**config.mk**
```make
export PLATFORM = sky130hd
export DESIGN_NAME = multi_servo_slew_controller_flat
export DESIGN_NICKNAME = d
export VERILOG_FILES = /design/src/design/msc_pkg.sv /design/src/design/msc_if.sv /design/src/design/multi_servo_slew_controller.sv /design/src/design/msc_mul.sv /design/src/design/msc_chan_regs.sv /design/src/design/msc_seq.sv /design/src/flat_wrapper.sv
export SDC_FILE = /design/constraint.sdc
export NUM_CORES = 2
export LEC_CHECK = 0
export ABC_AREA = 1
export BUFFER_PORTS_ARGS = -buffer_cell sky130_fd_sc_hd__buf_2
export CORE_AREA = 2 2 272 274
export CTS_CLUSTER_DIAMETER = 100
export DETAILED_ROUTE_END_ITERATION = 10
export DIE_AREA = 0 0 274 276
export PLACE_DENSITY = 0.79
export REMOVE_ABC_BUFFERS = 1
export SLEW_MARGIN = 10
export SYNTH_ARGS = -nofsm -noshare
export SYNTH_HDL_FRONTEND = slang
export SYNTH_SLANG_ARGS = --single-unit
```
**constraint.sdc**
```tcl
create_clock -name clk -period 14 [get_ports clk]
set_input_delay 0 -clock clk [delete_from_list [all_inputs] [get_ports clk]]
set_output_delay 0 -clock clk [all_outputs]
set_load 0.05 [all_outputs]
```
**src/design/msc_pkg.sv**
```systemverilog
`timescale 1ns / 1ps
// ----------------------------------------------------------------------------
// Servo slew controller package
// Shared widths, reset values, reciprocal constants, codes and types.
// ----------------------------------------------------------------------------
package msc_pkg;

	localparam int NUM_SERVOS_DEF = 8;

	localparam int MDEG_W     = 18;
	localparam int SPD_W      = 10;
	localparam int AGE_W      = 16;
	localparam int EL_W       = 10;
	localparam int ANG_W      = 11;
	localparam int PULSE_W    = 12;
	localparam int CHAN_W     = 3;
	localparam int DEG_W      = 8;
	localparam int STEP_W     = 20;
	localparam int CFG_IDX_W  = 2;
	localparam int CFG_DATA_W = 16;

	// Shared multiplier operand and product widths.
	localparam int MUL_W       = 21;
	localparam int PROD_W      = 2 * MUL_W;
	localparam int RECIP_SHIFT = 28;

	localparam logic [MDEG_W-1:0] RESET_MDEG   = 18'd90000;
	localparam logic [MDEG_W-1:0] MAX_MDEG     = 18'd180000;
	localparam logic [SPD_W-1:0]  RESET_SPEED  = 10'd60;
	localparam logic [DEG_W-1:0]  MAX_DEG      = 8'd180;
	localparam logic [MDEG_W-1:0] MDEG_PER_DEG = 18'd1000;
	localparam logic [AGE_W-1:0]  AGE_MAX      = 16'hFFFF;

	// Scaled reciprocals, exact for the operand ranges used here.
	localparam logic [MUL_W-1:0] RECIP_1000 = 21'd268436;
	localparam logic [MUL_W-1:0] RECIP_180  = 21'd1491309;

	localparam logic [AGE_W-1:0]   TIMEOUT_RST   = 16'd200;
	localparam logic [PULSE_W-1:0] PULSE_MIN_RST = 12'd1000;
	localparam logic [PULSE_W-1:0] PULSE_MAX_RST = 12'd2000;

	typedef enum logic {
		CMD_SET  = 1'b0,
		CMD_TICK = 1'b1
	} cmd_t;

	typedef enum logic [CFG_IDX_W-1:0] {
		CFG_TIMEOUT   = 2'd0,
		CFG_PULSE_MIN = 2'd1,
		CFG_PULSE_MAX = 2'd2
	} cfg_reg_t;

	typedef enum logic [2:0] {
		SQ_IDLE,
		SQ_STEP,
		SQ_MOVE,
		SQ_SCALE,
		SQ_DIV,
		SQ_EMIT
	} seq_state_t;

	typedef struct packed {
		logic              en;
		logic [MDEG_W-1:0] tgt;
		logic [SPD_W-1:0]  spd;
	} chan_set_t;

	typedef struct packed {
		logic              en;
		logic [MDEG_W-1:0] cur;
		logic [MDEG_W-1:0] tgt;
	} chan_upd_t;

endpackage

```
**src/design/msc_if.sv**
```systemverilog
`timescale 1ns / 1ps
// ----------------------------------------------------------------------------
// Servo slew controller channel interfaces
// Request, result and configuration write channels with valid/ready.
// ----------------------------------------------------------------------------
interface msc_req_if import msc_pkg::*; ();
	logic                    valid;
	logic                    ready;
	logic                    command;
	logic [CHAN_W-1:0]       servo_id;
	logic signed [ANG_W-1:0] angle_deg;
	logic signed [ANG_W-1:0] speed_dps;
	logic [EL_W-1:0]         elapsed_ms;

	modport source(output valid, command, servo_id, angle_deg, speed_dps, elapsed_ms,
		input ready);
	modport sink(input valid, command, servo_id, angle_deg, speed_dps, elapsed_ms,
		output ready);
endinterface

interface msc_rsp_if import msc_pkg::*; ();
	logic               valid;
	logic               ready;
	logic [CHAN_W-1:0]  channel;
	logic [PULSE_W-1:0] pulse_us;
	logic               last;

	modport source(output valid, channel, pulse_us, last, input ready);
	modport sink(input valid, channel, pulse_us, last, output ready);
endinterface

interface msc_cfg_if import msc_pkg::*; ();
	logic                  valid;
	logic                  ready;
	logic [CFG_IDX_W-1:0]  index;
	logic [CFG_DATA_W-1:0] data;

	modport source(output valid, index, data, input ready);
	modport sink(input valid, index, data, output ready);
endinterface

```
**src/design/multi_servo_slew_controller.sv**
```systemverilog
`timescale 1ns / 1ps
// ----------------------------------------------------------------------------
// Multi-servo slew controller
// Slew-rate limited position control for a bank of hobby servos.
// ----------------------------------------------------------------------------
// Usage:
// Items arrive on req. A set-target item (command 0) loads the angle, clamped
// to 0..180 degrees, and the speed, at least 1 deg/s, of one channel and
// clears the command age; it gives no result. A channel
// number at or above NUM_SERVOS is ignored. A tick item (command 1) ages the
// last command by elapsed_ms, freezes every target once the age passes
// timeout_ms, moves each channel toward its target and then sends one result
// per channel on rsp, in channel order, with last set on the final one.
// A tick runs the channels one at a time through a single shared multiplier,
// each in the steps step, move, degrees, scale and divide by 180 before its
// result is emitted. req.ready is low for the whole run. A stalled receiver
// holds the result register and the sequencer waits on it.
// Registers on cfg (index 0 timeout_ms, 1 pulse_min_us, 2 pulse_max_us) are
// written whenever cfg.valid is high and should only change while the block is idle.
// Reset puts every channel at 90 degrees, 60 deg/s, and restores the register
// defaults; it takes effect at once.
// ----------------------------------------------------------------------------
module multi_servo_slew_controller import msc_pkg::*; #(
	parameter int NUM_SERVOS = NUM_SERVOS_DEF
) (
	input logic       clk,
	input logic       arst_n,
	msc_req_if.sink   req,
	msc_rsp_if.source rsp,
	msc_cfg_if.sink   cfg
);

	localparam int IDX_W = (NUM_SERVOS > 1) ? $clog2(NUM_SERVOS) : 1;

	// Configuration registers.
	logic [AGE_W-1:0]   timeout_q;
	logic [PULSE_W-1:0] pulse_min_q;
	logic [PULSE_W-1:0] pulse_max_q;

	// Channel store and multiplier hookup.
	chan_set_t          set;
	chan_upd_t          upd;
	logic [IDX_W-1:0]   wr_idx;
	logic [IDX_W-1:0]   rd_idx;
	logic [MDEG_W-1:0]  rd_cur;
	logic [MDEG_W-1:0]  rd_tgt;
	logic [SPD_W-1:0]   rd_spd;
	logic               mul_en;
	logic [MUL_W-1:0]   mul_a;
	logic [MUL_W-1:0]   mul_b;
	logic [PROD_W-1:0]  prod_q;

	// The register port never stalls. Writes to an index that names no
	// register are dropped.
	assign cfg.ready = 1'b1;

	always_ff @(posedge clk or negedge arst_n) begin
		if (!arst_n) begin
			timeout_q   <= TIMEOUT_RST;
			pulse_min_q <= PULSE_MIN_RST;
			pulse_max_q <= PULSE_MAX_RST;
		end else if (cfg.valid) begin
			case (cfg_reg_t'(cfg.index))
				CFG_TIMEOUT:   timeout_q   <= cfg.data[AGE_W-1:0];
				CFG_PULSE_MIN: pulse_min_q <= cfg.data[PULSE_W-1:0];
				CFG_PULSE_MAX: pulse_max_q <= cfg.data[PULSE_W-1:0];
				default: begin
					timeout_q <= timeout_q;
				end
			endcase
		end
	end

	msc_seq #(
		.NUM_SERVOS(NUM_SERVOS),
		.IDX_W     (IDX_W)
	) u_seq (
		.clk         (clk),
		.arst_n      (arst_n),
		.req         (req),
		.rsp         (rsp),
		.timeout_ms  (timeout_q),
		.pulse_min_us(pulse_min_q),
		.pulse_max_us(pulse_max_q),
		.set         (set),
		.upd         (upd),
		.wr_idx      (wr_idx),
		.rd_idx      (rd_idx),
		.rd_cur      (rd_cur),
		.rd_tgt      (rd_tgt),
		.rd_spd      (rd_spd),
		.mul_en      (mul_en),
		.mul_a       (mul_a),
		.mul_b       (mul_b),
		.prod_q      (prod_q)
	);

	msc_chan_regs #(
		.NUM_SERVOS(NUM_SERVOS),
		.IDX_W     (IDX_W)
	) u_chan_regs (
		.clk   (clk),
		.arst_n(arst_n),
		.set   (set),
		.upd   (upd),
		.wr_idx(wr_idx),
		.rd_idx(rd_idx),
		.rd_cur(rd_cur),
		.rd_tgt(rd_tgt),
		.rd_spd(rd_spd)
	);

	msc_mul u_mul (
		.clk   (clk),
		.en    (mul_en),
		.a     (mul_a),
		.b     (mul_b),
		.prod_q(prod_q)
	);

endmodule

```
**src/design/msc_mul.sv**
```systemverilog
`timescale 1ns / 1ps
// ----------------------------------------------------------------------------
// Shared multiplier
// Unsigned multiplier with a registered product, reused for every step.
// ----------------------------------------------------------------------------
module msc_mul import msc_pkg::*; (
	input  logic              clk,
	input  logic              en,
	input  logic [MUL_W-1:0]  a,
	input  logic [MUL_W-1:0]  b,
	output logic [PROD_W-1:0] prod_q
);

	// The product is held while en is low.
	always_ff @(posedge clk) begin
		if (en) begin
			prod_q <= PROD_W'(a) * PROD_W'(b);
		end
	end

endmodule

```
**src/design/msc_chan_regs.sv**
```systemverilog
`timescale 1ns / 1ps
// ----------------------------------------------------------------------------
// Channel state registers
// Current angle, target angle and slew speed of every servo channel.
// ----------------------------------------------------------------------------
module msc_chan_regs import msc_pkg::*; #(
	parameter int NUM_SERVOS = NUM_SERVOS_DEF,
	parameter int IDX_W      = 3
) (
	input  logic              clk,
	input  logic              arst_n,
	input  chan_set_t         set,
	input  chan_upd_t         upd,
	input  logic [IDX_W-1:0]  wr_idx,
	input  logic [IDX_W-1:0]  rd_idx,
	output logic [MDEG_W-1:0] rd_cur,
	output logic [MDEG_W-1:0] rd_tgt,
	output logic [SPD_W-1:0]  rd_spd
);

	logic [MDEG_W-1:0] cur_q [NUM_SERVOS];
	logic [MDEG_W-1:0] tgt_q [NUM_SERVOS];
	logic [SPD_W-1:0]  spd_q [NUM_SERVOS];

	always_ff @(posedge clk or negedge arst_n) begin
		if (!arst_n) begin
			for (int i = 0; i < NUM_SERVOS; i++) begin
				cur_q[i] <= RESET_MDEG;
				tgt_q[i] <= RESET_MDEG;
				spd_q[i] <= RESET_SPEED;
			end
		end else if (set.en) begin
			tgt_q[wr_idx] <= set.tgt;
			spd_q[wr_idx] <= set.spd;
		end else if (upd.en) begin
			cur_q[wr_idx] <= upd.cur;
			tgt_q[wr_idx] <= upd.tgt;
		end
	end

	assign rd_cur = cur_q[rd_idx];
	assign rd_tgt = tgt_q[rd_idx];
	assign rd_spd = spd_q[rd_idx];

	// A new target and a position update never land in the same cycle.
	a_no_dual_write: assert property (@(posedge clk) disable iff (!arst_n)
		!(set.en && upd.en))
		else $error("set and update write in the same cycle");

	a_upd_in_range: assert property (@(posedge clk) disable iff (!arst_n)
		upd.en |-> (upd.cur <= MAX_MDEG && upd.tgt <= MAX_MDEG))
		else $error("position update out of range");

	a_set_in_range: assert property (@(posedge clk) disable iff (!arst_n)
		set.en |-> (set.tgt <= MAX_MDEG && set.spd != '0))
		else $error("new target or speed out of range");

endmodule

```
**src/design/msc_seq.sv**
```systemverilog
`timescale 1ns / 1ps
// ----------------------------------------------------------------------------
// Servo slew sequencer
// Takes items, keeps the command age and walks the channels on a tick,
// driving the shared multiplier and the result register.
// ----------------------------------------------------------------------------
module msc_seq import msc_pkg::*; #(
	parameter int NUM_SERVOS = NUM_SERVOS_DEF,
	parameter int IDX_W      = 3
) (
	input  logic               clk,
	input  logic               arst_n,
	msc_req_if.sink            req,
	msc_rsp_if.source          rsp,
	input  logic [AGE_W-1:0]   timeout_ms,
	input  logic [PULSE_W-1:0] pulse_min_us,
	input  logic [PULSE_W-1:0] pulse_max_us,
	output chan_set_t          set,
	output chan_upd_t          upd,
	output logic [IDX_W-1:0]   wr_idx,
	output logic [IDX_W-1:0]   rd_idx,
	input  logic [MDEG_W-1:0]  rd_cur,
	input  logic [MDEG_W-1:0]  rd_tgt,
	input  logic [SPD_W-1:0]   rd_spd,
	output logic               mul_en,
	output logic [MUL_W-1:0]   mul_a,
	output logic [MUL_W-1:0]   mul_b,
	input  logic [PROD_W-1:0]  prod_q
);

	seq_state_t state_q, state_d;

	logic [IDX_W-1:0]   idx_q;
	logic [EL_W-1:0]    el_q;
	logic               freeze_q;
	logic [AGE_W-1:0]   age_q;
	logic               out_valid_q;
	logic [CHAN_W-1:0]  out_chan_q;
	logic [PULSE_W-1:0] out_pulse_q;
	logic               out_last_q;

	logic               accept;
	logic               tick_acc;
	logic               set_acc;
	logic               id_ok;
	logic [IDX_W+CHAN_W-1:0] id_ext;
	logic [IDX_W+CHAN_W-1:0] chan_ext;
	logic [AGE_W:0]     age_sum;
	logic [AGE_W-1:0]   age_new;
	logic               last_ch;
	logic               emit_ok;
	logic               emit;

	logic [DEG_W-1:0]   ang_clamp;
	logic [SPD_W-1:0]   spd_clamp;

	logic [MDEG_W-1:0]  tgt_eff;
	logic [STEP_W-1:0]  step;
	logic [MDEG_W-1:0]  diff;
	logic               moving_up;
	logic [MDEG_W-1:0]  new_cur;

	logic [PROD_W-RECIP_SHIFT-1:0] deg_full;
	logic [DEG_W-1:0]   deg;
	logic signed [PULSE_W:0] span;
	logic               span_neg;
	logic [PULSE_W-1:0] span_mag;
	logic [PULSE_W-1:0] quot;
	logic [PULSE_W-1:0] pulse;

	// ---------------------------------------------------------------- intake
	assign accept   = req.valid && req.ready;
	assign tick_acc = accept && (req.command == CMD_TICK);
	assign id_ok    = int'(req.servo_id) < NUM_SERVOS;
	assign set_acc  = accept && (req.command == CMD_SET) && id_ok;
	assign id_ext   = {IDX_W'(0), req.servo_id};

	always_comb begin
		if (req.angle_deg < 0) begin
			ang_clamp = '0;
		end else if (req.angle_deg > $signed({3'b000, MAX_DEG})) begin
			ang_clamp = MAX_DEG;
		end else begin
			ang_clamp = req.angle_deg[DEG_W-1:0];
		end
		if (req.speed_dps < 1) begin
			spd_clamp = SPD_W'(1);
		end else begin
			spd_clamp = req.speed_dps[SPD_W-1:0];
		end
	end

	assign age_sum = {1'b0, age_q} + (AGE_W+1)'(req.elapsed_ms);
	assign age_new = age_sum[AGE_W] ? AGE_MAX : age_sum[AGE_W-1:0];

	// ------------------------------------------------------------ datapath
	// A frozen target equals the current angle, so the channel stays put.
	assign tgt_eff   = freeze_q ? rd_cur : rd_tgt;
	assign step      = prod_q[STEP_W-1:0];
	assign moving_up = tgt_eff >= rd_cur;
	assign diff      = moving_up ? (tgt_eff - rd_cur) : (rd_cur - tgt_eff);

	always_comb begin
		if ({(STEP_W-MDEG_W)'(0), diff} <= step) begin
			new_cur = tgt_eff;
		end else if (moving_up) begin
			new_cur = rd_cur + step[MDEG_W-1:0];
		end else begin
			new_cur = rd_cur - step[MDEG_W-1:0];
		end
	end

	assign deg_full = prod_q[PROD_W-1:RECIP_SHIFT];
	assign deg      = (deg_full > (PROD_W-RECIP_SHIFT)'(MAX_DEG)) ? MAX_DEG
		: deg_full[DEG_W-1:0];

	assign span     = $signed({1'b0, pulse_max_us}) - $signed({1'b0, pulse_min_us});
	assign span_neg = span[PULSE_W];
	assign span_mag = span_neg ? PULSE_W'(-span) : span[PULSE_W-1:0];

	assign quot  = prod_q[RECIP_SHIFT +: PULSE_W];
	assign pulse = pulse_min_us + (span_neg ? (~quot + PULSE_W'(1)) : quot);

	assign last_ch  = idx_q == IDX_W'(NUM_SERVOS - 1);
	assign chan_ext = {CHAN_W'(0), idx_q};
	assign emit_ok  = !out_valid_q || rsp.ready;
	assign rd_idx   = idx_q;

	// -------------------------------------------------------- state machine
	always_comb begin
		state_d = state_q;
		case (state_q)
			SQ_IDLE: begin
				if (tick_acc) begin
					state_d = SQ_STEP;
				end
			end
			SQ_STEP:  state_d = SQ_MOVE;
			SQ_MOVE:  state_d = SQ_SCALE;
			SQ_SCALE: state_d = SQ_DIV;
			SQ_DIV:   state_d = SQ_EMIT;
			SQ_EMIT: begin
				if (emit_ok) begin
					state_d = last_ch ? SQ_IDLE : SQ_STEP;
				end
			end
			default: state_d = SQ_IDLE;
		endcase
	end

	always_comb begin
		req.ready = 1'b0;
		mul_en    = 1'b1;
		mul_a     = '0;
		mul_b     = '0;
		set       = '0;
		upd       = '0;
		emit      = 1'b0;
		wr_idx    = idx_q;
		case (state_q)
			SQ_IDLE: begin
				req.ready = 1'b1;
				wr_idx    = id_ext[IDX_W-1:0];
				set.en    = set_acc;
				set.tgt   = MDEG_W'(ang_clamp) * MDEG_PER_DEG;
				set.spd   = spd_clamp;
			end
			SQ_STEP: begin
				mul_a = MUL_W'(rd_spd);
				mul_b = MUL_W'(el_q);
			end
			SQ_MOVE: begin
				upd.en  = 1'b1;
				upd.cur = new_cur;
				upd.tgt = tgt_eff;
				mul_a   = MUL_W'(new_cur);
				mul_b   = RECIP_1000;
			end
			SQ_SCALE: begin
				mul_a = MUL_W'(deg);
				mul_b = MUL_W'(span_mag);
			end
			SQ_DIV: begin
				mul_a = prod_q[MUL_W-1:0];
				mul_b = RECIP_180;
			end
			SQ_EMIT: begin
				// The quotient must survive a stalled receiver.
				mul_en = 1'b0;
				emit   = emit_ok;
			end
			default: begin
				req.ready = 1'b0;
			end
		endcase
	end

	// ------------------------------------------------------------ registers
	always_ff @(posedge clk or negedge arst_n) begin
		if (!arst_n) begin
			state_q     <= SQ_IDLE;
			idx_q       <= '0;
			el_q        <= '0;
			freeze_q    <= 1'b0;
			age_q       <= '0;
			out_valid_q <= 1'b0;
		end else begin
			state_q <= state_d;
			if (set_acc) begin
				age_q <= '0;
			end else if (tick_acc) begin
				age_q    <= age_new;
				el_q     <= req.elapsed_ms;
				freeze_q <= age_new > timeout_ms;
				idx_q    <= '0;
			end else if (emit) begin
				idx_q <= idx_q + IDX_W'(1);
			end
			if (emit) begin
				out_valid_q <= 1'b1;
			end else if (rsp.ready) begin
				out_valid_q <= 1'b0;
			end
		end
	end

	always_ff @(posedge clk) begin
		if (emit) begin
			out_chan_q  <= chan_ext[CHAN_W-1:0];
			out_pulse_q <= pulse;
			out_last_q  <= last_ch;
		end
	end

	assign rsp.valid    = out_valid_q;
	assign rsp.channel  = out_chan_q;
	assign rsp.pulse_us = out_pulse_q;
	assign rsp.last     = out_last_q;

	// ----------------------------------------------------------- assertions
	a_busy_after_tick: assert property (@(posedge clk) disable iff (!arst_n)
		tick_acc |=> !req.ready)
		else $error("item taken while a tick is in progress");

	a_pulse_between_limits: assert property (@(posedge clk) disable iff (!arst_n)
		emit |-> ((pulse >= pulse_min_us && pulse <= pulse_max_us)
			|| (pulse >= pulse_max_us && pulse <= pulse_min_us)))
		else $error("pulse width outside the configured limits");

	a_last_ends_run: assert property (@(posedge clk) disable iff (!arst_n)
		(emit && last_ch) |=> (state_q == SQ_IDLE))
		else $error("sequencer did not return to idle after the last channel");

endmodule
```
**src/flat_wrapper.sv**
```systemverilog
// flat-port wrapper written by rule: the top's interface ports become plain ports
module multi_servo_slew_controller_flat import msc_pkg::*;
#(
	parameter int NUM_SERVOS = NUM_SERVOS_DEF
)
  (clk, arst_n, req_valid, req_command, req_servo_id, req_angle_deg, req_speed_dps, req_elapsed_ms, req_ready, rsp_valid, rsp_channel, rsp_pulse_us, rsp_last, rsp_ready, cfg_valid, cfg_index, cfg_data, cfg_ready);
  msc_req_if req_i ();
  msc_rsp_if rsp_i ();
  msc_cfg_if cfg_i ();
  input logic clk;
  input logic arst_n;
  input wire logic [$bits(req_i.valid)-1:0] req_valid;
  input wire logic [$bits(req_i.command)-1:0] req_command;
  input wire logic [$bits(req_i.servo_id)-1:0] req_servo_id;
  input wire logic [$bits(req_i.angle_deg)-1:0] req_angle_deg;
  input wire logic [$bits(req_i.speed_dps)-1:0] req_speed_dps;
  input wire logic [$bits(req_i.elapsed_ms)-1:0] req_elapsed_ms;
  output wire logic [$bits(req_i.ready)-1:0] req_ready;
  output wire logic [$bits(rsp_i.valid)-1:0] rsp_valid;
  output wire logic [$bits(rsp_i.channel)-1:0] rsp_channel;
  output wire logic [$bits(rsp_i.pulse_us)-1:0] rsp_pulse_us;
  output wire logic [$bits(rsp_i.last)-1:0] rsp_last;
  input wire logic [$bits(rsp_i.ready)-1:0] rsp_ready;
  input wire logic [$bits(cfg_i.valid)-1:0] cfg_valid;
  input wire logic [$bits(cfg_i.index)-1:0] cfg_index;
  input wire logic [$bits(cfg_i.data)-1:0] cfg_data;
  output wire logic [$bits(cfg_i.ready)-1:0] cfg_ready;
  assign req_i.valid = req_valid;
  assign req_i.command = req_command;
  assign req_i.servo_id = req_servo_id;
  assign req_i.angle_deg = req_angle_deg;
  assign req_i.speed_dps = req_speed_dps;
  assign req_i.elapsed_ms = req_elapsed_ms;
  assign req_ready = req_i.ready;
  assign rsp_valid = rsp_i.valid;
  assign rsp_channel = rsp_i.channel;
  assign rsp_pulse_us = rsp_i.pulse_us;
  assign rsp_last = rsp_i.last;
  assign rsp_i.ready = rsp_ready;
  assign cfg_i.valid = cfg_valid;
  assign cfg_i.index = cfg_index;
  assign cfg_i.data = cfg_data;
  assign cfg_ready = cfg_i.ready;
  multi_servo_slew_controller #(.NUM_SERVOS(NUM_SERVOS)) u_core (.clk(clk), .arst_n(arst_n), .req(req_i), .rsp(rsp_i), .cfg(cfg_i));
endmodule
```
==> run_results.csv <==
group,metric,value,unit
worst_setup_path,required,14.35,ns
clock_network,numClockSinks,493,
route,drc,0,
worst_setup_path,cpMostUsedCell,"inv_1",
synthesis,synthTopCellsByArea,"fa_1 15%, dfrtp_1 15%, dfstp_2 12%",
synthesis,synthCells,5127,
synthesis,ys.flop_type,"dfrtp_1",
worst_setup_path,worst_r2r_path_depth,59,
finish,finalNetCount,6017,
floorplanning,core.rowCount,99,
place,hpwl,94200,um
synthesis,yosys.cell_types.count,67,
worst_setup_path,arrival,13.51,ns
worst_setup_path,cp_max_fo,26,
global_route,grt_max_degree,124,
route,wl,129000,um
timing,drv_slew,0,
floorplanning,initial_core_util,58.4,%
clock_network,cts_tree,"done",
worst_setup_path,crit_type,"reg2reg",
worst_setup_path,slowest_delay,0.58,ns
synthesis,netlist_area,0.0424,sq mm
finish,drive_gt1_share,11.8,%
worst_setup_path,timing.rr.end,"u_core.u_mul.prod_q[40]",
floorplanning,coreArea,0.0726,sq mm
route,wl_per_cell,20.5,um
synthesis,synth.yosys.seq_area_share,30.3,%
global_route,grt_overflow,0,
timing,relSlewSlack,19.5,%
timing,finalHoldViolations,0,
timing,clock_skew,0.0365,ns
worst_setup_path,crit_path_end_kind,"flop",
worst_setup_path,regToRegSetupSlack,0.84,ns
floorplanning,ios,78,
timing,setup_viol,0,
place,dp.cells,6121,
global_route,antenna_found_initial,3,
clock_network,clock_latency,0.63,ns
synthesis,ys_warn_count,0,
worst_setup_path,reg2reg_from,"u_core.u_seq.rd_idx[1]",
clock_network,cts_made_buffers,54,
run,drv_cap,0,
timing,tightest_slew,1.20,ns
finish,fin_util,64.4,%
timing,setup_ws,0.839,ns
route,ant_nets,0,
synthesis,syn_area_per_cell,8.27,sq um
synthesis,async_flop_share,89.7,%
min_path,hold_class,"in2async",
global_route,grt_use_total,34.3,%
global_route,grt_pass1_wl,204000,um
clock_network,cts.path.max_buffers,3,
clock_network,root_buffer,"clkbuf_16",
floorplanning,die_h,276,um
route,drtPass1Iterations,7,
place,routabilityCongestion,0.997,
synthesis,yosysMostFrequentCell,"inv_1",
place,place_ws,0.0675,ns
place,io_buffers,76,
clock_network,cts-htree-levels,2,
worst_setup_path,worstSetupStartpointType,"flop",
timing,post-route-min-period,13.16,ns
floorplanning,fp.dieW,274,um
synthesis,synth_edf_count,51,
route,num_vias,36800,
status,status,"complete, no violations",
synthesis,yosys-top-cells-count,"948 x inv_1, 873 x nand2_1, 429 x o21ai_0, 365 x nor2_1, 362 x ha_1",
synthesis,yosys_register_bits,493,
route,via_per_inst,5.86,
floorplanning,dieArea,0.0756,sq mm
timing,finalCritPeriodShare,94.0,%
synthesis,yosysTopAreaCellShare,15.3,%
timing,fmax,76.0,MHz
route,initialDrtViolationCount,3840,
finish,area_growth,10.3,%
synthesis,synth_top_cell_by_area,"fa_1",
finish,layout.cells.non_filler,6278,
finish,nFillCells,6022,
global_route,grt_pass1_vias,37100,
clock_network,clk_transition_reported_paths,0.07,ns
worst_setup_path,critPathSlowestCell,"dfrtp_4",
==> kinds of logic (layout without fill, tap and decap cells) <==
| group | Yosys count | in the layout | share of synthesized area (%) |
|---|---|---|---|
| AOI/OAI and AO/OA | 1025 | 1025 | 14.0 |
| buffers and inverters | 1175 | 1320 | 10.7 |
| and+or+nand+nor | 1619 | 1619 | 16.3 |
| muxes | 26 | 26 | 0.667 |
| DFF | 493 | 493 | 30.3 |
| xor gates and xnor gates | 101 | 101 | 2.09 |
| adders and majority gates | 686 | 686 | 26.0 |
| other | 2 | 49 | 0.0177 |
==> cell usage in the layout (no fill, tap or decap), types with 8 or more instances in the layout <==
cell and count:
o21ai_0 425, clkinv_2 14, buf_2 75, o21ai_2 11, o21ai_1 34, dfstp_2 191, edfxtp_1 51, nand3_1 236
clkinv_1 21, o221ai_1 78, fa_1 324, mux2i_1 8, ha_1 361, nor2_2 13, nor3_1 32, o211ai_1 63
dfrtp_1 248, bufinv_16 8, nand2_1 871, o21bai_1 15, a31oi_1 39, nand2_4 11, clkbuf_1 9, nand4_1 14
clkbuf_16 56, xor2_1 71, nand2_2 30, nor2_1 357, mux2_2 18, o22ai_1 30, conb_1 48, buf_4 99
xnor2_1 30, inv_1 945, nand3_2 18, inv_2 21, a21oi_1 271, dlygate4sd3_1 44
==> metal layers <==
layer	vias to the layer above	wire [um]	track usage [%]
li1	16800	-	-
met1	17800	49900	44.8
met4	4	7200	17.2
met2	1860	59700	55.1
met3	401	11800	6.09
met5	-	32	0
==> cell type report <==
| cell class | instances | area (sq um) | area share, % |
|---|---|---|---|
| clock inverters | 32 | 417 | 0.891 |
| flip-flops and latches | 493 | 12800 | 27.5 |
| multi-input cells | 3505 | 25300 | 54.1 |
| repair buffers | 231 | 1790 | 3.83 |
| well taps | 959 | 1200 | 2.57 |
| inverters | 987 | 3720 | 7.96 |
| clock buffers | 70 | 1490 | 3.19 |
| diodes | 1 | 2.50 | 0.00535 |
==> worst max-delay path, delay by kind of cell (launching register included) <==
kind | cells | cell delay [ns]
fa+ha+maj | 10 | 4.79
compound gates | 19 | 3.51
simple gates | 15 | 2.08
buf+inv | 13 | 1.61
flops | 1 | 0.58
xor+xnor | 2 | 0.28
==> sequential cells by signal, indices dropped and copies added, names as in the netlist <==
name / cells
u_core.u_chan_regs.cur_q: 144
u_core.u_seq.freeze_q: 1
u_core.u_seq.rsp.valid: 1
u_core.pulse_min_q: 12
u_core.u_seq.rsp.last: 1
u_core.u_seq.age_q: 16
u_core.u_seq.state_q: 3
u_core.timeout_q: 16
u_core.u_mul.prod_q: 35
u_core.u_seq.rd_idx: 3
u_core.u_chan_regs.tgt_q: 144
u_core.u_seq.rsp.channel: 3
u_core.pulse_max_q: 12
u_core.u_seq.rsp.pulse_us: 12
u_core.u_chan_regs.spd_q: 80
u_core.u_seq.el_q: 10
==> metrics by stage <==
| step | hold slack, ns | TNS (ns) | instance area (sq um) |
|---|---|---|---|
| after global routing | 0.0956 | -0.213 | 46800 |
| after CTS | 0.0365 | 0 | 46500 |
| after detailed placement | 0.139 | 0 | 44200 |
| after global placement | 0.138 | 0 | 44200 |
| final | 0.0600 | 0 | 46800 |
| after floorplan | -0.296 | -30.31 | 41700 |
==> how the worst max path moves through the flow <==
stage	startpoint	endpoint	slack, ns
global placement	u_core.u_seq.rd_idx[0]	u_core.u_mul.prod_q[41]	0.39
CTS	u_core.u_seq.rd_idx[1]	u_core.u_mul.prod_q[41]	0.08
finish	u_core.u_seq.rd_idx[1]	u_core.u_mul.prod_q[40]	0.84
detailed placement	u_core.u_seq.rd_idx[1]	u_core.u_mul.prod_q[40]	0.07
floorplan	u_core.u_seq.rd_idx[0]	u_core.u_mul.prod_q[38]	-2.07
global route	u_core.u_seq.rd_idx[1]	u_core.u_mul.prod_q[41]	-0.06
==> repair_timing <==
action | in CTS | in global routing
gates cloned | 0 | 1
setup buffers | 0 | 9
hold endpoints to repair | 240 | 0
endpoints found under the setup margin | 2 | 13
hold buffers | 44 | 0
resized for setup | 1 | 33
Power is not shown: default switching activity piles up to over one toggle a cycle in this logic, so the estimate is an artifact.
